--- src/rtl/cmp_pkg.sv ---
// Shared constants, angle table and types for the complex magnitude and phase block.
package cmp_pkg;

  // Default parameter values for the top level.
  localparam int SAMPLE_WIDTH_DEF = 18;
  localparam int ITERATIONS_DEF   = 16;

  // Fraction bits added to the sample before the rotations.
  localparam int GUARD = 6;
  // Extra integer bits that absorb the growth of the rotations.
  localparam int HEADROOM = 3;

  // Result field widths.
  localparam int MAG_W   = 18;
  localparam int PHASE_W = 16;

  // Angle accumulator: 2^32 is a full turn.
  localparam int ANGLE_W = 32;
  localparam logic [ANGLE_W-1:0] ANGLE_PI   = 32'h8000_0000;
  localparam logic [ANGLE_W-1:0] ANGLE_HALF = 32'h0000_8000;

  // Gain correction, about 0.60723 in Q24.
  localparam int GAIN_W = 24;
  localparam logic [GAIN_W-1:0] GAIN_Q24 = 24'd10187623;

  // Largest magnitude that fits the result field.
  localparam logic [MAG_W-1:0] MAG_MAX = '1;

  // Arctangent of 2^-i in angle units, one entry per micro-rotation.
  localparam int ATAN_LEN = 24;
  localparam logic [ANGLE_W-1:0] ATAN_TABLE [ATAN_LEN] = '{
    32'd536870912, 32'd316933406, 32'd167458907, 32'd85004756,
    32'd42667331,  32'd21354465,  32'd10679838,  32'd5340245,
    32'd2670163,   32'd1335087,   32'd667544,    32'd333772,
    32'd166886,    32'd83443,     32'd41722,     32'd20861,
    32'd10430,     32'd5215,      32'd2608,      32'd1304,
    32'd652,       32'd326,       32'd163,       32'd81
  };

  // Side flags that travel with each word down the pipeline.
  typedef struct packed {
    logic last;
    logic zero;
  } cmp_tag_t;

endpackage

--- src/rtl/complex_magnitude_phase.sv ---
// Top level of the pipelined CORDIC magnitude and phase block.

// Takes one complex sample per word and returns its magnitude (same scale as the
// inputs, saturating at 2^18-1) and its phase in binary angle units, where 32768
// is pi and an angle of pi reads as -32768; a zero sample gives 0 and 0. The last
// flag travels with the word. A new word is taken every cycle unless the pipeline
// is full and the output is stalled. Each result passes these register stages in
// order: one for the half plane fold, one per CORDIC micro-rotation, one for the
// gain multiply and one for rounding. Every stage holds its word under
// back-pressure and empty stages still fill, so input is refused only when the
// whole pipeline is full and the output is stalled.
module complex_magnitude_phase #(
  parameter int SAMPLE_WIDTH = cmp_pkg::SAMPLE_WIDTH_DEF,
  parameter int ITERATIONS   = cmp_pkg::ITERATIONS_DEF
) (
  input  logic                               clk_i,
  input  logic                               rst_ni,
  input  logic                               in_valid_i,
  output logic                               in_ready_o,
  input  logic signed [SAMPLE_WIDTH-1:0]     real_part_i,
  input  logic signed [SAMPLE_WIDTH-1:0]     imag_part_i,
  input  logic                               last_i,
  output logic                               out_valid_o,
  input  logic                               out_ready_i,
  output logic [cmp_pkg::MAG_W-1:0]          magnitude_o,
  output logic signed [cmp_pkg::PHASE_W-1:0] phase_angle_o,
  output logic                               last_out_o
);

  localparam int DataWidth = SAMPLE_WIDTH + cmp_pkg::GUARD + cmp_pkg::HEADROOM;

  // Stage k of the rotation chain reads slot k and writes slot k+1.
  logic                        stg_valid [ITERATIONS+1];
  logic                        stg_ready [ITERATIONS+1];
  logic signed [DataWidth-1:0] stg_x     [ITERATIONS+1];
  logic signed [DataWidth-1:0] stg_y     [ITERATIONS+1];
  logic [cmp_pkg::ANGLE_W-1:0] stg_z     [ITERATIONS+1];
  cmp_pkg::cmp_tag_t           stg_tag   [ITERATIONS+1];

  // Half plane fold and guard bits.
  cmp_prerot #(
    .SampleWidth (SAMPLE_WIDTH),
    .DataWidth   (DataWidth)
  ) u_prerot (
    .clk_i   (clk_i),
    .rst_ni  (rst_ni),
    .valid_i (in_valid_i),
    .ready_o (in_ready_o),
    .real_i  (real_part_i),
    .imag_i  (imag_part_i),
    .last_i  (last_i),
    .valid_o (stg_valid[0]),
    .ready_i (stg_ready[0]),
    .x_o     (stg_x[0]),
    .y_o     (stg_y[0]),
    .z_o     (stg_z[0]),
    .tag_o   (stg_tag[0])
  );

  // One register stage per micro-rotation.
  for (genvar k = 0; k < ITERATIONS; k++) begin : g_rot
    cmp_cordic_stage #(
      .DataWidth (DataWidth),
      .Stage     (k)
    ) u_stage (
      .clk_i   (clk_i),
      .rst_ni  (rst_ni),
      .valid_i (stg_valid[k]),
      .ready_o (stg_ready[k]),
      .x_i     (stg_x[k]),
      .y_i     (stg_y[k]),
      .z_i     (stg_z[k]),
      .tag_i   (stg_tag[k]),
      .valid_o (stg_valid[k+1]),
      .ready_i (stg_ready[k+1]),
      .x_o     (stg_x[k+1]),
      .y_o     (stg_y[k+1]),
      .z_o     (stg_z[k+1]),
      .tag_o   (stg_tag[k+1])
    );
  end

  // Gain correction and output register.
  cmp_gain #(
    .DataWidth (DataWidth)
  ) u_gain (
    .clk_i   (clk_i),
    .rst_ni  (rst_ni),
    .valid_i (stg_valid[ITERATIONS]),
    .ready_o (stg_ready[ITERATIONS]),
    .x_i     (stg_x[ITERATIONS]),
    .z_i     (stg_z[ITERATIONS]),
    .tag_i   (stg_tag[ITERATIONS]),
    .valid_o (out_valid_o),
    .ready_i (out_ready_i),
    .mag_o   (magnitude_o),
    .phase_o (phase_angle_o),
    .last_o  (last_out_o)
  );

  // Input is refused only when the output holds a word that is not taken.
  assert property (@(posedge clk_i) disable iff (!rst_ni)
    !in_ready_o |-> (out_valid_o && !out_ready_i))
    else $error("input stalled while the output is free");

  // The real part never turns negative through the rotations.
  assert property (@(posedge clk_i) disable iff (!rst_ni)
    stg_valid[ITERATIONS] |-> !stg_x[ITERATIONS][DataWidth-1])
    else $error("real part overflowed in the rotation chain");

  // A zero sample stays at the origin through every rotation.
  assert property (@(posedge clk_i) disable iff (!rst_ni)
    (stg_valid[ITERATIONS] && stg_tag[ITERATIONS].zero) |->
      (stg_x[ITERATIONS] == '0 && stg_y[ITERATIONS] == '0))
    else $error("zero sample left the origin");

endmodule

--- src/rtl/cmp_prerot.sv ---
// Input stage: sign extension, left half plane fold and guard bit shift.
module cmp_prerot #(
  parameter int SampleWidth = cmp_pkg::SAMPLE_WIDTH_DEF,
  parameter int DataWidth   = SampleWidth + cmp_pkg::GUARD + cmp_pkg::HEADROOM
) (
  input  logic                          clk_i,
  input  logic                          rst_ni,
  input  logic                          valid_i,
  output logic                          ready_o,
  input  logic signed [SampleWidth-1:0] real_i,
  input  logic signed [SampleWidth-1:0] imag_i,
  input  logic                          last_i,
  output logic                          valid_o,
  input  logic                          ready_i,
  output logic signed [DataWidth-1:0]   x_o,
  output logic signed [DataWidth-1:0]   y_o,
  output logic [cmp_pkg::ANGLE_W-1:0]   z_o,
  output cmp_pkg::cmp_tag_t             tag_o
);

  logic signed [DataWidth-1:0] re_ext, im_ext, x_fold, y_fold;
  logic signed [DataWidth-1:0] x_d, y_d, x_q, y_q;
  logic [cmp_pkg::ANGLE_W-1:0] z_d, z_q;
  cmp_pkg::cmp_tag_t           tag_d, tag_q;
  logic                        valid_q;
  logic                        neg;

  // Fold the left half plane onto the right one and preset the angle to pi when folded.
  always_comb begin
    re_ext     = DataWidth'(real_i);
    im_ext     = DataWidth'(imag_i);
    neg        = re_ext[DataWidth-1];
    x_fold     = neg ? -re_ext : re_ext;
    y_fold     = neg ? -im_ext : im_ext;
    x_d        = x_fold <<< cmp_pkg::GUARD;
    y_d        = y_fold <<< cmp_pkg::GUARD;
    z_d        = neg ? cmp_pkg::ANGLE_PI : '0;
    tag_d.last = last_i;
    tag_d.zero = (real_i == '0) && (imag_i == '0);
  end

  assign ready_o = !valid_q || ready_i;

  always_ff @(posedge clk_i or negedge rst_ni) begin
    if (!rst_ni) begin
      valid_q <= 1'b0;
    end else if (ready_o) begin
      valid_q <= valid_i;
    end
  end

  always_ff @(posedge clk_i) begin
    if (ready_o && valid_i) begin
      x_q   <= x_d;
      y_q   <= y_d;
      z_q   <= z_d;
      tag_q <= tag_d;
    end
  end

  assign valid_o = valid_q;
  assign x_o     = x_q;
  assign y_o     = y_q;
  assign z_o     = z_q;
  assign tag_o   = tag_q;

endmodule

--- src/rtl/cmp_cordic_stage.sv ---
// One registered CORDIC vectoring micro-rotation.
module cmp_cordic_stage #(
  parameter int DataWidth = cmp_pkg::SAMPLE_WIDTH_DEF + cmp_pkg::GUARD + cmp_pkg::HEADROOM,
  parameter int Stage     = 0
) (
  input  logic                        clk_i,
  input  logic                        rst_ni,
  input  logic                        valid_i,
  output logic                        ready_o,
  input  logic signed [DataWidth-1:0] x_i,
  input  logic signed [DataWidth-1:0] y_i,
  input  logic [cmp_pkg::ANGLE_W-1:0] z_i,
  input  cmp_pkg::cmp_tag_t           tag_i,
  output logic                        valid_o,
  input  logic                        ready_i,
  output logic signed [DataWidth-1:0] x_o,
  output logic signed [DataWidth-1:0] y_o,
  output logic [cmp_pkg::ANGLE_W-1:0] z_o,
  output cmp_pkg::cmp_tag_t           tag_o
);

  localparam logic [cmp_pkg::ANGLE_W-1:0] Atan = cmp_pkg::ATAN_TABLE[Stage];

  logic signed [DataWidth-1:0] xs, ys, x_d, y_d, x_q, y_q;
  logic [cmp_pkg::ANGLE_W-1:0] z_d, z_q;
  cmp_pkg::cmp_tag_t           tag_q;
  logic                        valid_q;

  // Rotate toward the real axis; the sign of y picks the direction.
  always_comb begin
    xs = x_i >>> Stage;
    ys = y_i >>> Stage;
    if (!y_i[DataWidth-1]) begin
      x_d = x_i + ys;
      y_d = y_i - xs;
      z_d = z_i + Atan;
    end else begin
      x_d = x_i - ys;
      y_d = y_i + xs;
      z_d = z_i - Atan;
    end
  end

  assign ready_o = !valid_q || ready_i;

  always_ff @(posedge clk_i or negedge rst_ni) begin
    if (!rst_ni) begin
      valid_q <= 1'b0;
    end else if (ready_o) begin
      valid_q <= valid_i;
    end
  end

  always_ff @(posedge clk_i) begin
    if (ready_o && valid_i) begin
      x_q   <= x_d;
      y_q   <= y_d;
      z_q   <= z_d;
      tag_q <= tag_i;
    end
  end

  assign valid_o = valid_q;
  assign x_o     = x_q;
  assign y_o     = y_q;
  assign z_o     = z_q;
  assign tag_o   = tag_q;

endmodule

--- src/rtl/cmp_gain.sv ---
// Gain correction multiply, then rounding, saturation and phase rounding.
module cmp_gain #(
  parameter int DataWidth = cmp_pkg::SAMPLE_WIDTH_DEF + cmp_pkg::GUARD + cmp_pkg::HEADROOM
) (
  input  logic                               clk_i,
  input  logic                               rst_ni,
  input  logic                               valid_i,
  output logic                               ready_o,
  input  logic signed [DataWidth-1:0]        x_i,
  input  logic [cmp_pkg::ANGLE_W-1:0]        z_i,
  input  cmp_pkg::cmp_tag_t                  tag_i,
  output logic                               valid_o,
  input  logic                               ready_i,
  output logic [cmp_pkg::MAG_W-1:0]          mag_o,
  output logic signed [cmp_pkg::PHASE_W-1:0] phase_o,
  output logic                               last_o
);

  localparam int ProdW  = DataWidth - 1 + cmp_pkg::GAIN_W;
  localparam int SumW   = ProdW + 1;
  localparam int RndPos = cmp_pkg::GAIN_W - 1 + cmp_pkg::GUARD;
  localparam int Shift  = cmp_pkg::GAIN_W + cmp_pkg::GUARD;

  logic [DataWidth-2:0]        x_pos;
  logic [ProdW-1:0]            prod_d, prod_q;
  logic [cmp_pkg::ANGLE_W-1:0] za_q, z_rnd;
  cmp_pkg::cmp_tag_t           taga_q;
  logic                        va_q, vb_q, ready_a, ready_b;
  logic [SumW-1:0]             sum, mag_full;
  logic [cmp_pkg::MAG_W-1:0]   mag_d, mag_q;
  logic [cmp_pkg::PHASE_W-1:0] phase_d, phase_q;
  logic                        lastb_q;

  // Multiply stage: clamp at zero and apply the CORDIC gain correction.
  always_comb begin
    x_pos  = x_i[DataWidth-1] ? '0 : x_i[DataWidth-2:0];
    prod_d = ProdW'(x_pos) * ProdW'(cmp_pkg::GAIN_Q24);
  end

  assign ready_a = !va_q || ready_b;
  assign ready_o = ready_a;

  always_ff @(posedge clk_i or negedge rst_ni) begin
    if (!rst_ni) begin
      va_q <= 1'b0;
    end else if (ready_a) begin
      va_q <= valid_i;
    end
  end

  always_ff @(posedge clk_i) begin
    if (ready_a && valid_i) begin
      prod_q <= prod_d;
      za_q   <= z_i;
      taga_q <= tag_i;
    end
  end

  // Output stage: round half up, saturate, and round the angle to 16 bits.
  always_comb begin
    sum      = {1'b0, prod_q} + (SumW'(1) << RndPos);
    mag_full = sum >> Shift;
    z_rnd    = za_q + cmp_pkg::ANGLE_HALF;
    if (mag_full > SumW'(cmp_pkg::MAG_MAX)) begin
      mag_d = cmp_pkg::MAG_MAX;
    end else begin
      mag_d = mag_full[cmp_pkg::MAG_W-1:0];
    end
    phase_d = z_rnd[cmp_pkg::ANGLE_W-1 -: cmp_pkg::PHASE_W];
    // A zero sample has no defined angle and reports zero.
    if (taga_q.zero) begin
      mag_d   = '0;
      phase_d = '0;
    end
  end

  assign ready_b = !vb_q || ready_i;

  always_ff @(posedge clk_i or negedge rst_ni) begin
    if (!rst_ni) begin
      vb_q <= 1'b0;
    end else if (ready_b) begin
      vb_q <= va_q;
    end
  end

  always_ff @(posedge clk_i) begin
    if (ready_b && va_q) begin
      mag_q   <= mag_d;
      phase_q <= phase_d;
      lastb_q <= taga_q.last;
    end
  end

  assign valid_o = vb_q;
  assign mag_o   = mag_q;
  assign phase_o = phase_q;
  assign last_o  = lastb_q;

endmodule
--- config.mk ---
export PLATFORM = sky130hd
export DESIGN_NAME = complex_magnitude_phase
export DESIGN_NICKNAME = d
export VERILOG_FILES = /design/src/rtl/cmp_pkg.sv /design/src/rtl/complex_magnitude_phase.sv /design/src/rtl/cmp_prerot.sv /design/src/rtl/cmp_cordic_stage.sv /design/src/rtl/cmp_gain.sv
export SDC_FILE = /design/constraint.sdc
export NUM_CORES = 2
export LEC_CHECK = 0
export BUFFER_PORTS_ARGS = -buffer_cell sky130_fd_sc_hd__buf_2
export CORE_UTILIZATION = 60
export CTS_CLUSTER_DIAMETER = 80
export DETAILED_ROUTE_END_ITERATION = 8
export PLACE_DENSITY = 0.8
export SYNTH_ARGS = -nofsm -noshare
export SYNTH_HDL_FRONTEND = slang
export SYNTH_SLANG_ARGS = --single-unit
--- constraint.sdc ---
create_clock -name clk_i -period 9.9 [get_ports clk_i]
set_input_delay 0.495 -clock clk_i [delete_from_list [all_inputs] [get_ports clk_i]]
set_output_delay 0.495 -clock clk_i [all_outputs]
set_load 0.01 [all_outputs]
==> run summary <==
Vias per std cell: 6.07
FF+latch count, synth: 1,385
Via count: 91,100
Die height: 448 um
Max_slew headroom: 9.61%
Pins Over Slew Limit: 0
Area delta synth->final: 7.88%
Cell area after layout: 129,000 sq um
Setup-failing EPs final: 0
Post-layout util: 65.2%
Simple-Gate Fraction of Synth Area: 12.6%
WHS Endpoint: u_prerot.x_o[16]
Asr flop ratio synth: 1.37%
Share of layout cells above drive strength 1: 4.75%
Post-synthesis adder-cell area fraction: 20.3%
Routed wire length per instance: 20.3 um
Required time of the worst setup path: 10.48 ns
Worst reg-to-reg setup slack: 1.67 ns
Setup TNS: 0 ns
Post-DP Area: 123,000 sq um
Hold Path Depth: 2
CTS buffer count: 162
Worst hold start: real_part_i[10]
Root Driver: clkbuf_16
GRT Util Overall: 30.0%
Post-route DRC: 0
First-pass GRT wire length: 479,000 um
Antenna Nets Post-Route: 0
Mux contribution to synthesized area: 0.535%
Hold WC Path Type: primary input to flip-flop
Tightest Pin Transition: 1.34 ns
DIE WIDTH: 448 um
Main flop type after synthesis: edfxtp_1
Ys Warns: 0
Post-synthesis xor/xnor area fraction: 11.8%
Number of synthesized flops with an enable pin: 1,366
Initial antenna violation count: 5
DR iter-0 viols: 7,348
Initial core utilization: 60.4%
Post-detail-place hpwl: 240,000 um
Cts hold-fix bufs: 35
Grt ovf: 0
IO Count: 78
Layout Nets: 14,000
Crit-path max FO: 33
R2R Path Start: g_rot[15].u_stage.x_o[26]
Max Root-Sink Buffers: 3
Vias in the first global route: 89,700
RSZ-0062 raised after global routing: false
DR pass1 iterations: 9
Arr. time, crit path: 8.81 ns
CTS tree: built
Largest family of logic cells by synthesized area: adder cells
FF-to-FF path depth: 27
Gate Count Post-Synth: 12,100
Synth cell types: 101
Skew final: 0.0397 ns
Status: completed
H-Tree Depth: 4
Resized cells post-CTS: 0
Critical R2R Capture: u_gain.prod_q[47]
Cell area after synthesis: 119,000 sq um
Crit. End Element: flip-flop
Port buffer count: 77
Fin. Hold Viols: 0
Mapped Avg Cell Area: 9.88 sq um
WL final: 304,000 um
Std cell rows: 163
Critical setup path kind: flip-flop to flip-flop
Fmax: 0.122 GHz
Final setup margin: 1.67 ns
Pre-CTS WS: 1.50 ns
Core ar.: 197,000 sq um
Post-synthesis compound-gate area fraction: 16.4%
Period minus WS final: 8.23 ns
Max cap viols: 0
Die area: 200,000 sq um
Clock Latency Late Sink: 0.84 ns
Critical Path Start Type: flip-flop
Setup bufs post-CTS: 0
CTS clk-pin slew, worst paths: 0.06 ns
Largest net degree at the start of global routing: 86
Sequential share of the synthesized area: 34.8%
Gpl congestion: 0.992
Final period util: 83.1%
CTS Sinks: 1,385
cells in the mapped netlist, types with 133 or more instances:
| master | instances | share of area, % |
|---|---|---|
| xor2_1 | 511 | 3.8 |
| fa_1 | 290 | 4.9 |
| o21a_1 | 188 | 1.2 |
| ha_1 | 1469 | 15 |
| a21oi_1 | 1057 | 4.4 |
| o21ai_0 | 431 | 1.8 |
| clkbuf_1 | 133 | 0.42 |
| nand2b_1 | 137 | 0.72 |
| nor2_1 | 1134 | 3.6 |
| nor3_1 | 329 | 1.4 |
| xnor2_1 | 1100 | 8.1 |
| nand3_1 | 181 | 0.76 |
| nand2_1 | 548 | 1.7 |
| edfxtp_1 | 1366 | 34 |
| a21o_1 | 434 | 2.7 |
| nor2b_1 | 212 | 1.1 |
| o21bai_1 | 155 | 0.98 |
| inv_1 | 917 | 2.9 |
cells by family after synthesis:
group	count (synthesis)
simple gates	3138
compound gates	3017
fa+ha+maj	1759
xor+xnor	1611
flops	1385
buf+inv	1089
mux	59
other cells	1
routing by layer:
metal  vias up  global-route usage, %  wire length [um]
li1      43900                      -                 -
met1     43700                   36.4            124000
met2      2795                   52.1            149000
met3       744                   4.52             16500
met4         4                   14.2             15000
met5         -                      0                32
registers in the layout, summed over array words and instances, names as in the netlist:
name                   cells
u_gain.mag_o              18
u_gain.va_q                1
u_prerot.y_o              21
u_gain.prod_q             21
u_gain.za_q               17
u_prerot.tag_o             2
u_gain.last_o              1
u_prerot.x_o              21
u_gain.phase_o            16
g_rot.u_stage.valid_o     16
g_rot.u_stage.x_o        415
u_prerot.valid_o           1
u_prerot.z_o               1
g_rot.u_stage.z_o        424
g_rot.u_stage.tag_o       32
u_gain.valid_o             1
g_rot.u_stage.y_o        375
u_gain.taga_q              2
through the flow:
stage | cells | hold slack, ns
4_1_cts | 15000 | 0.0128
3_3_place_gp | 14700 | 0.401
2_1_floorplan | 12100 | 0.199
3_5_place_dp | 14700 | 0.405
6_report | 15000 | 0.0495
5_1_grt | 15000 | 0.0212
area by class of cell:
cell class / instances / area (sq um)
Antenna cell: 4 / 10.0
Fill cell: 15300 / 68700
Tap cell: 2640 / 3300
Clock inverter: 114 / 1270
Clock buffer: 185 / 4170
Multi-Input combinational cell: 9587 / 73700
Timing Repair Buffer: 168 / 1160
Sequential cell: 1385 / 41500
Inverter: 921 / 3460
worst max-delay path by stage:
stage,start,end,slack [ns],depth (start not counted)
after floorplan,u_gain.valid_o,g_rot[4].u_stage.tag_o[0],1.93,6
after global placement,g_rot[15].u_stage.x_o[26],u_gain.prod_q[46],1.63,27
after detailed placement,g_rot[15].u_stage.x_o[26],u_gain.prod_q[47],1.50,27
after CTS,g_rot[15].u_stage.x_o[26],u_gain.prod_q[47],1.52,27
after global routing,g_rot[15].u_stage.x_o[26],u_gain.prod_q[47],1.06,27
final,g_rot[15].u_stage.x_o[26],u_gain.prod_q[47],1.67,27
critical path, cell delays in order, from the launching register on:
cell	delay [ns]
edfxtp_1	0.37
buf_4	0.25
nor2b_1	0.60
inv_1	0.33
fa_1	0.60
inv_1	0.09
ha_1	0.28
inv_1	0.04
fa_1	0.48
inv_1	0.05
fa_1	0.52
fa_1	0.44
fa_1	0.54
inv_1	0.06
fa_1	0.53
inv_1	0.04
ha_1	0.32
o21ai_0	0.09
a21oi_1	0.20
nand3_1	0.10
o211ai_1	0.36
o2111ai_2	0.25
a2111oi_4	0.51
nand2_1	0.10
a21oi_1	0.27
a21oi_1	0.17
o31ai_1	0.29
xnor2_1	0.09
layout by cell type (no fill, tap or decap), drive strengths merged, types with 329 or more instances in the layout:
cell type and n:
nor2 1134, nor3 329, nand2 548, ha 1469, inv 941, a21o 434, edfxtp 1366, xnor2 1100
a21oi 1072, o21ai 472, xor2 511
Power is not shown: default switching activity piles up to over one toggle a cycle in this logic, so the estimate is an artifact.
